### src/rtl/core/bbr_pkg.sv
// ----------------------------------------------------------------------------
// bbr_pkg
// Shared constants and types of the region box blur.
// ----------------------------------------------------------------------------
package bbr_pkg;

    localparam int MAX_WIDTH   = 2048;
    localparam int MAX_HEIGHT  = 2048;
    localparam int MAX_RADIUS  = 8;
    localparam int STORE_ROWS  = 2 * MAX_RADIUS + 1;
    localparam int COL_BITS    = $clog2(MAX_WIDTH);
    localparam int ROW_BITS    = $clog2(STORE_ROWS);
    localparam int ADDR_BITS   = ROW_BITS + COL_BITS;
    localparam int STORE_DEPTH = STORE_ROWS * MAX_WIDTH;
    localparam int RAD_BITS    = 4;
    localparam int CFG_BITS    = 12;
    localparam int HGT_BITS    = $clog2(MAX_HEIGHT);
    localparam int SUM_BITS    = $clog2(STORE_ROWS * STORE_ROWS * 255 + 1);
    localparam int N_BITS      = $clog2(STORE_ROWS * STORE_ROWS + 1);
    localparam int POS_BITS    = $clog2(MAX_WIDTH * MAX_HEIGHT);
    localparam int TOT_BITS    = POS_BITS + 1;

    localparam logic [1:0] CFG_REGION_WIDTH  = 2'd0;
    localparam logic [1:0] CFG_REGION_HEIGHT = 2'd1;
    localparam logic [1:0] CFG_BLUR_RADIUS   = 2'd2;

    typedef struct packed {
        logic                 we;
        logic [ADDR_BITS-1:0] addr;
        logic [31:0]          data;
    } t_store_wr;

    typedef struct packed {
        logic                start;
        logic [SUM_BITS-1:0] sum_r;
        logic [SUM_BITS-1:0] sum_g;
        logic [SUM_BITS-1:0] sum_b;
        logic [N_BITS-1:0]   divisor;
    } t_div_req;

    typedef struct packed {
        logic       done;
        logic [7:0] q_r;
        logic [7:0] q_g;
        logic [7:0] q_b;
    } t_div_rsp;

endpackage

### src/rtl/core/bbr_divider.sv
// ----------------------------------------------------------------------------
// bbr_divider
// Restoring divider, one quotient bit per cycle, three channels side by side.
// ----------------------------------------------------------------------------
module bbr_divider
    import bbr_pkg::*;
(
    input  logic     i_clk,
    input  logic     i_rst_n,
    input  t_div_req i_req,
    output t_div_rsp o_rsp
);

    localparam int CNT_BITS = $clog2(SUM_BITS + 1);

    logic [CNT_BITS-1:0] r_cnt, n_cnt;
    logic                r_done, n_done;
    logic [SUM_BITS-1:0] r_dvd [3];
    logic [SUM_BITS-1:0] n_dvd [3];
    logic [SUM_BITS:0]   r_rem [3];
    logic [SUM_BITS:0]   n_rem [3];
    logic [SUM_BITS-1:0] r_quo [3];
    logic [SUM_BITS-1:0] n_quo [3];
    logic [N_BITS-1:0]   r_div;
    logic [SUM_BITS:0]   w_trial [3];
    logic [SUM_BITS:0]   w_dext;

    assign w_dext = {{(SUM_BITS + 1 - N_BITS){1'b0}}, r_div};

    always_comb begin
        n_cnt  = r_cnt;
        n_done = 1'b0;
        for (int k = 0; k < 3; k++) begin
            w_trial[k] = {r_rem[k][SUM_BITS-1:0], r_dvd[k][SUM_BITS-1]};
            n_dvd[k]   = r_dvd[k];
            n_rem[k]   = r_rem[k];
            n_quo[k]   = r_quo[k];
        end
        if (i_req.start) begin
            n_cnt    = CNT_BITS'(SUM_BITS);
            n_dvd[0] = i_req.sum_r;
            n_dvd[1] = i_req.sum_g;
            n_dvd[2] = i_req.sum_b;
            for (int k = 0; k < 3; k++) begin
                n_rem[k] = '0;
                n_quo[k] = '0;
            end
        end else if (r_cnt != '0) begin
            n_cnt = r_cnt - 1'b1;
            for (int k = 0; k < 3; k++) begin
                n_dvd[k] = {r_dvd[k][SUM_BITS-2:0], 1'b0};
                if (w_trial[k] >= w_dext) begin
                    n_rem[k] = w_trial[k] - w_dext;
                    n_quo[k] = {r_quo[k][SUM_BITS-2:0], 1'b1};
                end else begin
                    n_rem[k] = w_trial[k];
                    n_quo[k] = {r_quo[k][SUM_BITS-2:0], 1'b0};
                end
            end
            n_done = (r_cnt == CNT_BITS'(1));
        end
    end

    always_ff @(posedge i_clk) begin
        if (!i_rst_n) begin
            r_cnt  <= '0;
            r_done <= 1'b0;
        end else begin
            r_cnt  <= n_cnt;
            r_done <= n_done;
        end
    end

    always_ff @(posedge i_clk) begin
        if (i_req.start) begin
            r_div <= i_req.divisor;
        end
        for (int k = 0; k < 3; k++) begin
            r_dvd[k] <= n_dvd[k];
            r_rem[k] <= n_rem[k];
            r_quo[k] <= n_quo[k];
        end
    end

    assign o_rsp.done = r_done;
    assign o_rsp.q_r  = r_quo[0][7:0];
    assign o_rsp.q_g  = r_quo[1][7:0];
    assign o_rsp.q_b  = r_quo[2][7:0];

endmodule

### config.mk
export PLATFORM = sky130hd
export DESIGN_NAME = bbr_divider
export DESIGN_NICKNAME = d
export VERILOG_FILES = /design/src/rtl/core/bbr_pkg.sv /design/src/rtl/core/bbr_divider.sv
export SDC_FILE = /design/constraint.sdc
export NUM_CORES = 1
export LEC_CHECK = 0
export ABC_AREA = 1
export BUFFER_PORTS_ARGS = -buffer_cell sky130_fd_sc_hd__buf_2
export CORE_UTILIZATION = 60
export DETAILED_ROUTE_END_ITERATION = 8
export PLACE_DENSITY = 0.78
export SETUP_SLACK_MARGIN = 0.1
export SYNTH_ARGS = -nofsm -noshare
export SYNTH_HDL_FRONTEND = slang
export SYNTH_SLANG_ARGS = --single-unit
### constraint.sdc
create_clock -name i_clk -period 6.43 [get_ports i_clk]
set_clock_uncertainty 0.05 [all_clocks]
set_input_delay 0 -clock i_clk [delete_from_list [all_inputs] [get_ports i_clk]]
set_output_delay 0 -clock i_clk [all_outputs]
set_load 0.01 [all_outputs]
==> summary.md, run 1 <==
| Metric | Value |
|---|---|
| Register-to-Register Setup Slack | 3570 ps |
| Width of the chip | approximately 120 um |
| Vias in the first global route | 7437 |
| Unrepaired setup endpoints after global routing | no |
| Crit start category | flip-flop |
| H-Tree Level Count | 4 |
| Avg Inst Size Synth | 7.16 um^2 |
| Worst VDD drop | 0.227 mV |
| Setup crit end kind | flip-flop |
| Synthesized area | 7980 um^2 |
| Ranking of synthesized cells by area | nand2_1 (23%), edfxtp_1 (23%), dfxtp_1 (20%) |
| Area share of the largest cell type after synthesis | 0.228 |
| Critical setup path kind | flip-flop to flip-flop |
| Design Power | approximately 4.3 mW |
| Routability Congestion | 0.924 |
| Total CTS buffers | 17 |
| Largest net degree at the start of global routing | 67 |
| Total global-route track usage | 0.323 |
| Wirelength per Cell | approximately 15 um |
| Vias per std cell | 5.24 |
| Via count | 7534 |
| Synth cell count leaders | nand2_1 (484), inv_1 (125), dfxtp_1 (81), nand3_1 (66), edfxtp_1 (60) |
| CTS tree | done |
| CP max FO | 36 |
| R2R Path Start | r_cnt[0] |
| First-pass GRT wire length | 35300 um |
| EDFF count, synth | 60 |
| WP data arrival | ~3200 ps |
| Crit path from | r_cnt[0] |
| Outcome | complete, no violations |
| Hold buffers post-CTS | 61 |
| Most used DFF post-synth | dfxtp_1 |
| Antenna Cells | 0 |
| FF-to-FF path depth | 7 |
| Area of the multi-input gates | approximately 4000 um^2 |
| Register area share after synthesis | 0.429 |
| Clk_lat worst skew | 430 ps |
| Initial Utilization | 0.625 |
| Initial drt markers | 593 |
| Most common cell in the netlist | nand2_1 |
| Storage element area | ~3400 um^2 |
| CTS Sinks | 141 |
| Period utilisation layout | 0.445 |
| DRT antenna net count | 0 |
| Clock root buffer | clkbuf_16 |
| Max Fclk | roughly 350 MHz |
| Gr ovfl total | 0 |
| HP Class | primary input to flip-flop |
| Pre-CTS setup slack | between 3000 and 4000 ps |
| FFs w/ async S/R, synth | 0 |
| Worst setup endpoint | r_cnt[3] |
| Resize count post-CTS | 0 |
| Initial antenna violation count | 0 |
| DIE AREA | around 14000 um^2 |
| Pwr Density | 446 nW/um^2 |
| Post-layout minimum cycle time | 2860 ps |
| Data required, critical path | 6750 ps |
| Cell taking the most area after synthesis | nand2_1 |
| Nets | 1348 |
| Reg2reg end | r_cnt[3] |
| Worst Hold Slack | roughly 180 ps |
| Post-CTS setup repair buffer count | 0 |
| Core ar. | 12800 um^2 |
| Synthesized instance count | approximately 1100 |
| P&R area growth vs syn | 21.2% |
| Setup ws final | between 3000 and 4000 ps |
| Max Cap Viol | 0 |
| DR pass1 iterations | 5 |
| Final wirelength | roughly 21000 um |
| Setup TNS | 0 ps |
| Final Slew Violations | 0 |
| # DRC | 0 |
| Top-Level Pins | 88 |
| Final Util | 0.757 |
| CTS Buffer Depth | 2 |
| Cell variety after synth | 39 |
| Syn Nets | 1210 |
| Fillers | 906 |
| Setup Viol. Count Final | 0 |
| YS warnings | 0 |
| Chip height | ~120 um |
| Reg clk slew, reported paths | 60 ps |
| Worst-Margin Slew | approximately 780 ps |
| Detail Placement HPWL | 12800 um |
| Hold Vio Cnt, Final | 0 |
| Std-Cell Rows | 41 |
| Slew HR | 0.480 |
| P_leak | 4.87 nW |
| Share of cells above drive strength 1 | 0.123 |
| Seq cells post-synth | 141 |
| Port bufs | 87 |
[logic make-up (layout without fill, tap and decap cells)]
family,count (synthesis),count (layout),share of synthesized area
buffers and inverters,164,315,0.0833
flip-flops,141,141,0.429
AO/OA/AOI/OAI,103,103,0.0726
XOR/XNOR,22,22,0.0241
AND/OR/NAND/NOR,651,651,0.336
adder cells (fa/ha/maj),33,33,0.0546
[routing by layer]
layer	track usage	vias to the layer above	routed length, um
met5	0	-	0
met4	0.157	0	636
met3	0.0637	56	1200
met2	0.566	259	10600
met1	0.377	3407	8630
li1	-	3812	-
[cells in the final DEF (no fill, tap or decap), drive strengths merged]
cell type and instances:
a21oi 35, a31oi 1, buf 92, bufinv 1, clkbuf 19, clkinv 3
clkinvlp 5, dfxtp 81, dlygate4sd3 61, edfxtp 60, fa 3, ha 30
inv 134, nand2 492, nand3 70, nand3b 7, nand4 4, nor2 67
nor3 7, nor3b 1, o211ai 2, o21a 1, o21ai 44, o22ai 20
or2 3, xnor2 12, xor2 10
[stage by stage]
stage,instances,area (um^2)
final,1437,9670
after global routing,1437,9670
after CTS,1437,9670
after detailed placement,1344,8490
after global placement,1344,8490
after floorplan,1114,7980
[state kept, by name (all words and copies together), names as in the netlist]
| register | count |
|---|---|
| r_rem | 51 |
| r_div | 9 |
| r_done | 1 |
| r_dvd | 51 |
| r_quo | 24 |
| r_cnt | 5 |
[report_power, final]
group	internal (mW)	total, mW	leakage, nW	switching [mW]
Combinational	0.720	2.00	3.30	1.28
Clock	0.539	0.955	0.260	0.415
Sequential	1.18	1.36	1.30	0.177
Total	2.44	4.31	4.87	1.87
[cell type report]
cell class              instances  area share
clock buffers                  19      0.0448
clock inverters                13      0.0137
inverters                     130      0.0506
multi-input cells             809       0.402
flip-flops and latches        141       0.354
well taps                     172      0.0223
repair buffers                153       0.112
[worst min-delay path by stage]
stage / startpoint / endpoint / cells after the start / slack, ps
2_1_floorplan: i_req[0] / r_div[0] / 0 / 50
3_3_place_gp: i_req[7] / r_div[7] / 1 / 130
3_5_place_dp: i_req[3] / r_div[3] / 1 / 130
4_1_cts: i_req[60] / r_div[5] / 2 / 170
5_1_grt: i_req[60] / r_div[4] / 2 / 200
6_report: i_req[60] / r_div[5] / 2 / 180
[critical path, cell delays in order, from the launching register on]
cell and delay (ps):
dfxtp_1 360, inv_1 100, ha_1 200, nand3_1 350
nand2_1 590, inv_2 760, nand2_1 210, nor2_1 150
No activity file was read; power rests on OpenSTA's default activity.
==> run 2: changes to the inputs <==
- CORE_UTILIZATION: 60 -> 54
- PLACE_DENSITY: 0.78 -> 0.74
- clock period: 6.43 -> 2.4 ns (I/O delays scaled with it)
==> run 2 against run 1 <==
Effect of this change: sequential share of layout area fell by 0.78 points; sequential cell count did not move; hold slack improved by 58 ps; combinational power rose to 2.8 times the previous value; total power rose to 2.7 times the previous value; utilization fell by 7.4 points; cell area rose by 2.2%; non-clock buffer count rose by 16; count of clock-buffer cells in the layout rose by 3; first-iteration DRC count fell by 16%; largest power group unchanged; clock power rose to 2.6 times the previous value; worst setup slack got worse by 3400 ps; critical endpoint is now r_rem[0][36].
==> summary.md, run 2 (synthesis gave the netlist of run 1 again) <==
| Metric | Value |
|---|---|
| Post-route insts no fill | 1466 (was 1437) |
| CP max FO | 5 (was 36) |
| Design Power | 11.8 mW (was 4.31 mW) |
| Critical-path top delay cell | fa_2 (was inv_2) |
| Cell Chain, Critical Path | inv_2 > ha_2 > inv_2 > fa_2 > nand2_2 > nand2_2 > nand3b_1 > nand2_2 > a21oi_4 > buf_12 > buf_6 > nand3_1 > nand3_2 > nand2_1 (was inv_1 > ha_1 > nand3_1 > nand2_1 > inv_2 > nand2_1 > nor2_1) |
| Unrepaired setup endpoints after global routing | yes (was no) |
| Setup Viol. Count Final | 0 (unchanged) |
| Period utilisation layout | 0.916 (was 0.445) |
| Clock root buffer | clkbuf_16 (unchanged) |
| Outcome | complete, no violations (unchanged) |
| Placed instance area | 8590 um^2 (was 8490 um^2) |
| P_sw | 4.99 mW (was 1.87 mW) |
| DR pass1 iterations | 7 (was 5) |
| Largest net degree at the start of global routing | 67 (unchanged) |
| Chip height | 124 um (was 117 um) |
| Port bufs | 87 (unchanged) |
| Final wirelength | 19800 um (was 21100 um) |
| Data required, critical path | 2670 ps (was 6750 ps) |
| Hold Vio Cnt, Final | 0 (unchanged) |
| Final instance area | 9880 um^2 (was 9670 um^2) |
| Vias per std cell | 5.07 (was 5.24) |
| Slowest stage delay, CP | 380 ps (was 760 ps) |
| Std-Cell Rows | 44 (was 41) |
| Max Cap Viol | 0 (unchanged) |
| Worst-Margin Slew | 654 ps (was 778 ps) |
| Max Fclk | 455 MHz (was 349 MHz) |
| Vias in the first global route | 6970 (was 7437) |
| Commonest non-fill, non-tap cell in the layout | nand2_1 (unchanged) |
| Nets | 1365 (was 1348) |
| Pwr Density | 1190 nW/um^2 (was 446 nW/um^2) |
| Worst VDD drop | 0.653 mV (was 0.227 mV) |
| Via count | 7426 (was 7534) |
| Reg clk slew, reported paths | 60 ps (about the same) |
| P_leak | 4.99 nW (was 4.87 nW) |
| Initial antenna violation count | 0 (unchanged) |
| WP data arrival | 2460 ps (was 3180 ps) |
| Final Util | 0.683 (was 0.757) |
| CTS Sinks | 141 (unchanged) |
| Initial Utilization | 0.551 (was 0.625) |
| Setup crit end kind | flip-flop (unchanged) |
| H-Tree Level Count | 4 (unchanged) |
| Total global-route track usage | 0.275 (was 0.323) |
| CTS tree | done (unchanged) |
| Clock power frac | 0.214 (was 0.222) |
| Pre-CTS setup slack | 166 ps (was 3660 ps) |
| Cell mode on critical path | nand2_2 (was nand2_1) |
| First-pass GRT wire length | 32300 um (was 35300 um) |
| Critical setup path kind | flip-flop to flip-flop (unchanged) |
| DRT antenna net count | 0 (unchanged) |
| Switching share of power | 0.423 (was 0.434) |
| Comb pwr share | 0.479 (was 0.463) |
| Setup ws final | 202 ps (was 3570 ps) |
| Share of cells above drive strength 1 | 0.144 (was 0.123) |
| Top-Level Pins | 88 (unchanged) |
| CTS Buffer Depth | 2 (unchanged) |
| Total CTS buffers | 17 (unchanged) |
| Initial drt markers | 499 (was 593) |
| Detail Placement HPWL | 12400 um (was 12800 um) |
| P&R area growth vs syn | 23.9% (was 21.2%) |
| Slew HR | 0.564 (was 0.480) |
| Gr ovfl total | 0 (unchanged) |
| # DRC | 0 (unchanged) |
| DIE AREA | 15300 um^2 (was 13800 um^2) |
| Setup TNS | 0 ps (unchanged) |
| Clk_lat worst skew | 430 ps (about the same) |
| Largest regs | r_dvd (51), r_rem (51), r_quo (24) (unchanged) |
| Crit start category | flip-flop (unchanged) |
| Routability Congestion | 0.911 (was 0.924) |
| Placed insts | 1365 (was 1344) |
| Width of the chip | 124 um (was 117 um) |
| Pint | 6.80 mW (was 2.44 mW) |
| Wirelength per Cell | 13.5 um (was 14.7 um) |
| Core ar. | 14500 um^2 (was 12800 um^2) |
| Sequential fraction of design power | 0.307 (was 0.315) |
| Final Slew Violations | 0 (unchanged) |
| Post-layout minimum cycle time | 2200 ps (was 2860 ps) |
| Most frequent cells in the layout | nand2_1 (481), inv_1 (118), buf_2 (87), dfxtp_1 (81), nand3_1 (66) (was nand2_1 (484), inv_1 (123), buf_2 (87), dfxtp_1 (81), nand3_1 (66)) |
| Worst Hold Slack | 237 ps (was 179 ps) |
| HP Class | primary input to flip-flop (unchanged) |
| Antenna Cells | 0 (unchanged) |
-- run 2: what timing repair did --
item | in CTS | in global routing
endpoints found under the setup margin | 0 | 35
endpoints found under the hold margin | 75 | 0
hold buffers | 62 | 0
buffers inserted | 0 | 5
resized for setup | 0 | 17
-- run 2: path summary, 6_finish.rpt --
check / to / startpoint / slack [ps] / cells past startpoint
max: r_rem[0][36] / r_dvd[0][50] / 200 / 14
min: r_div[3] / i_req[3] / 240 / 2
max reg2reg: r_rem[0][36] / r_dvd[0][50] / 200 / 14
min reg2reg: r_quo[0][7] / r_quo[0][7] / 410 / 2
-- run 2: layout make-up --
| type | instances | area, um^2 |
|---|---|---|
| clock buffers | 22 | 488 |
| clock inverters | 10 | 72.6 |
| fillers | 1152 | 4590 |
| inverters | 130 | 489 |
| multi-input cells | 810 | 3930 |
| flip-flops and latches | 141 | 3420 |
| well taps | 184 | 230 |
| repair buffers | 169 | 1250 |
-- run 2: metal layers --
metal  vias to the layer above  track usage  wire (um)
met5                         -            0          0
met4                         0        0.100        463
met3                        45       0.0641       1070
met2                       224        0.465       9470
met1                      3311        0.341       8820
li1                       3846            -          -
-- run 2: power by group through the flow --
stage                     Combinational, mW  Clock [mW]  Sequential, mW
after CTS                              5.33        2.55            3.61
after floorplan                        4.23           0            3.55
final                                  5.64        2.52            3.62
after detailed placement               5.20           0            3.65
after global routing                   6.42        2.67            3.69
after global placement                 5.14           0            3.65
-- run 2: worst max-delay path, delay by kind of cell, from the launching register on --
family,cells,cell delay (ps)
fa+ha+maj,2,560
flops,1,370
compound gates,1,170
buf+inv,4,390
simple gates,7,540
==> run 3: changes to the inputs <==
- ABC_AREA: 1 -> not set
- CORE_UTILIZATION: 54 -> 53
==> run 3 against run 2 <==
Effect of this change: the flow now finishes with violations (negative setup slack); hold slack got worse by 200 ps; largest power group unchanged; largest cell class unchanged; critical endpoint is now r_rem[0][2]; area after synthesis decreased by 7.5%; register-to-register slack got worse by 600 ps; sequential cell count unchanged; fmax decreased by 21%; critical path depth decreased by 1.
==> summary.md, run 3 <==
| Metric | Value |
|---|---|
| Antenna Cells | 0 (unchanged) |
| # DRC | 0 (unchanged) |
| Most frequent cells in the layout | buf_4 (113), buf_2 (86), nand2_1 (83), dfxtp_1 (81), dlygate4sd3_1 (61) (was nand2_1 (481), inv_1 (118), buf_2 (87), dfxtp_1 (81), nand3_1 (66)) |
| Worst Hold Slack | 35.8 ps (was 237 ps) |
| Synth cell count leaders | nand2_1 (87), dfxtp_1 (81), nor2_1 (61), edfxtp_1 (60), mux2_2 (48) (was nand2_1 (484), inv_1 (125), dfxtp_1 (81), nand3_1 (66), edfxtp_1 (60)) |
| Unrepaired setup endpoints after global routing | yes (unchanged) |
| Initial antenna violation count | 0 (unchanged) |
| Cell family with most CP delay | compound AO/OA/AOI/OAI gates (was adder cells) |
| Total CTS buffers | 17 (unchanged) |
| Routability Congestion | 0.924 (was 0.911) |
| Initial drt markers | 621 (was 499) |
| Sequential fraction of design power | 0.275 (was 0.307) |
| Setup crit end kind | flip-flop (unchanged) |
| Cell variety after synth | 66 (was 39) |
| CP max FO | 3 (was 5) |
| Final Slew Violations | 0 (unchanged) |
| Final wirelength | 25500 um (was 19800 um) |
| Comb pwr share | 0.534 (was 0.479) |
| Switching share of power | 0.402 (was 0.423) |
| Outcome | complete, but fails checks (was complete, no violations) |
| Cell mode on critical path | buf_4 (was nand2_2) |
| Clock root buffer | clkbuf_16 (unchanged) |
| Critical-path top delay cell | fa_2 (unchanged) |
| Cell taking the most area after synthesis | edfxtp_1 (was nand2_1) |
| Final Util | 0.785 (was 0.683) |
| Placed instance area | 8700 um^2 (was 8590 um^2) |
| Gr ovfl total | 0 (unchanged) |
| Area of the multi-input gates | 4110 um^2 (was 3930 um^2) |
| Buf+Inv Stages, Crit Path | 5 (was 4) |
| EDFF count, synth | 60 (unchanged) |
| FFs w/ async S/R, synth | 0 (unchanged) |
| Setup TNS | -12670 ps (was 0 ps) |
| Largest net degree at the start of global routing | 63 (was 67) |
| Setup Viol. Count Final | 54 (was 0) |
| Data required, critical path | 2660 ps (was 2670 ps) |
| Chip height | 120 um (was 124 um) |
| Ranking of synthesized cells by area | edfxtp_1 (24%), dfxtp_1 (22%), mux2_2 (7.3%) (was nand2_1 (23%), edfxtp_1 (23%), dfxtp_1 (20%)) |
| Reg clk slew, reported paths | 70 ps (was 60 ps) |
| WP data arrival | 3060 ps (was 2460 ps) |
| Largest regs | r_dvd (51), r_rem (51), r_quo (24) (unchanged) |
| DIE AREA | 14400 um^2 (was 15300 um^2) |
| Critical setup path kind | flip-flop to flip-flop (unchanged) |
| Syn Nets | 839 (was 1210) |
| CTS Buffer Depth | 2 (unchanged) |
| Register area share after synthesis | 0.464 (was 0.429) |
| Clk_lat worst skew | 430 ps (about the same) |
| Storage element area | 3420 um^2 (unchanged) |
| Max Cap Viol | 0 (unchanged) |
| Synthesized area | 7380 um^2 (was 7980 um^2) |
| Worst VDD drop | 0.734 mV (was 0.653 mV) |
| Slew HR | 0.487 (was 0.564) |
| Clock power frac | 0.192 (was 0.214) |
| YS warnings | 0 (unchanged) |
| H-Tree Level Count | 4 (unchanged) |
| Design Power | 13.5 mW (was 11.8 mW) |
| Most used DFF post-synth | dfxtp_1 (unchanged) |
| CTS tree | done (unchanged) |
| Most common cell in the netlist | nand2_1 (unchanged) |
| Via count | 7443 (was 7426) |
| Initial Utilization | 0.551 (about the same) |
| Vias per std cell | 6.23 (was 5.07) |
| Port bufs | 87 (unchanged) |
| Pwr Density | 1280 nW/um^2 (was 1190 nW/um^2) |
| Vias in the first global route | 7463 (was 6970) |
| DRT antenna net count | 0 (unchanged) |
| Violations in the final reports | negative setup slack |
| Width of the chip | 120 um (was 124 um) |
| Hold Vio Cnt, Final | 0 (unchanged) |
| Commonest non-fill, non-tap cell in the layout | buf_4 (was nand2_1) |
| Post-layout minimum cycle time | 2800 ps (was 2200 ps) |
| Pint | 8.06 mW (was 6.80 mW) |
| Placed insts | 1067 (was 1365) |
| Total global-route track usage | 0.360 (was 0.275) |
| Slowest stage delay, CP | 440 ps (was 380 ps) |
| CTS Sinks | 141 (unchanged) |
| Share of cells above drive strength 1 | 0.372 (was 0.144) |
| First-pass GRT wire length | 39300 um (was 32300 um) |
| P_sw | 5.43 mW (was 4.99 mW) |
| Area share of the largest cell type after synthesis | 0.244 (was 0.228) |
| Post-route insts no fill | 1194 (was 1466) |
| Crit start category | flip-flop (unchanged) |
| P&R area growth vs syn | 42.4% (was 23.9%) |
| Cell Chain, Critical Path | buf_4 > ha_4 > inv_2 > fa_2 > a211oi_4 > o21ai_2 > buf_4 > a311oi_4 > buf_4 > buf_4 > a21oi_1 > a21oi_1 > o21ai_1 (was inv_2 > ha_2 > inv_2 > fa_2 > nand2_2 > nand2_2 > nand3b_1 > nand2_2 > a21oi_4 > buf_12 > buf_6 > nand3_1 > nand3_2 > nand2_1) |
| Worst-Margin Slew | 768 ps (was 654 ps) |
| Seq cells post-synth | 141 (unchanged) |
| Detail Placement HPWL | 13200 um (was 12400 um) |
| HP Class | primary input to flip-flop (unchanged) |
| Max Fclk | 357 MHz (was 455 MHz) |
| Register-to-Register Setup Slack | -400 ps (was 200 ps) |
| Nets | 1101 (was 1365) |
| Wirelength per Cell | 21.3 um (was 13.5 um) |
| Pre-CTS setup slack | -379 ps (was 166 ps) |
| Core ar. | 13400 um^2 (was 14500 um^2) |
| Fillers | 799 (was 1152) |
| P_leak | 4.47 nW (was 4.99 nW) |
| Synthesized instance count | 743 (was 1114) |
| Final instance area | 10500 um^2 (was 9880 um^2) |
| DR pass1 iterations | 5 (was 7) |
| Std-Cell Rows | 42 (was 44) |
| Top-Level Pins | 88 (unchanged) |
| Setup ws final | -397 ps (was 202 ps) |
| Period utilisation layout | 1.17 (was 0.916) |
| Avg Inst Size Synth | 9.94 um^2 (was 7.16 um^2) |
## run 3: cell count changes after synthesis, sizes merged, moves of 21 or more
cell	change
nand2	-405
a311oi	+21
a211oi	+23
mux2	+48
nand3	-58
inv	-105
## run 3: area by class of cell
type	instances	area share
Inverter	24	0.00893
Clock buffer	18	0.0408
Clock inverter	14	0.0126
Timing Repair Buffer	278	0.200
Tap cell	176	0.0209
Multi-Input combinational cell	543	0.391
Sequential cell	141	0.326
## run 3: worst min-delay path: cells and delay by family
kind                   cells  cell delay [ps]
AO/OA/AOI/OAI              1               70
buffers and inverters      2              380
## run 3: logic make-up after synthesis
logic type	count (synthesis)	synth area share
adder cells (fa/ha/maj)	33	0.0590
AO/OA/AOI/OAI	198	0.189
flip-flops	141	0.464
multiplexers	50	0.0759
buffers and inverters	63	0.0346
XOR/XNOR	26	0.0308
AND/OR/NAND/NOR	232	0.147
## run 3: repair_timing
item	4_1_cts	5_1_grt
resized for setup	69	35
endpoints found under the setup margin	54	57
cloned	4	0
hold buffers	61	0
pin swaps	39	17
endpoints found under the hold margin	66	0
buffers inserted	23	8
## run 3: layer usage
layer / up-vias / routed length [um] / global-route usage
met3: 149 / 2070 / 0.104
met2: 479 / 12800 / 0.621
met1: 3523 / 9160 / 0.397
met5: - / 0 / 0
li1: 3292 / - / -
met4: 0 / 1450 / 0.195
## run 3: path summary, 6_finish.rpt
kind / from / to / depth (start not counted)
max: r_div[0] / r_rem[0][2] / 13
min: i_req[60] / r_cnt[4] / 3
max reg2reg: r_div[0] / r_rem[0][2] / 13
min reg2reg: r_quo[0][41] / r_quo[0][41] / 2
## run 3: power groups by stage
| stage | sequential [mW] | combinational, mW | clock [mW] |
|---|---|---|---|
| floorplan | 3.55 | 3.55 | 0 |
| global placement | 3.62 | 5.26 | 0 |
| detailed placement | 3.65 | 5.43 | 0 |
| CTS | 3.62 | 6.39 | 2.55 |
| global route | 3.76 | 7.62 | 2.70 |
| finish | 3.70 | 7.20 | 2.58 |
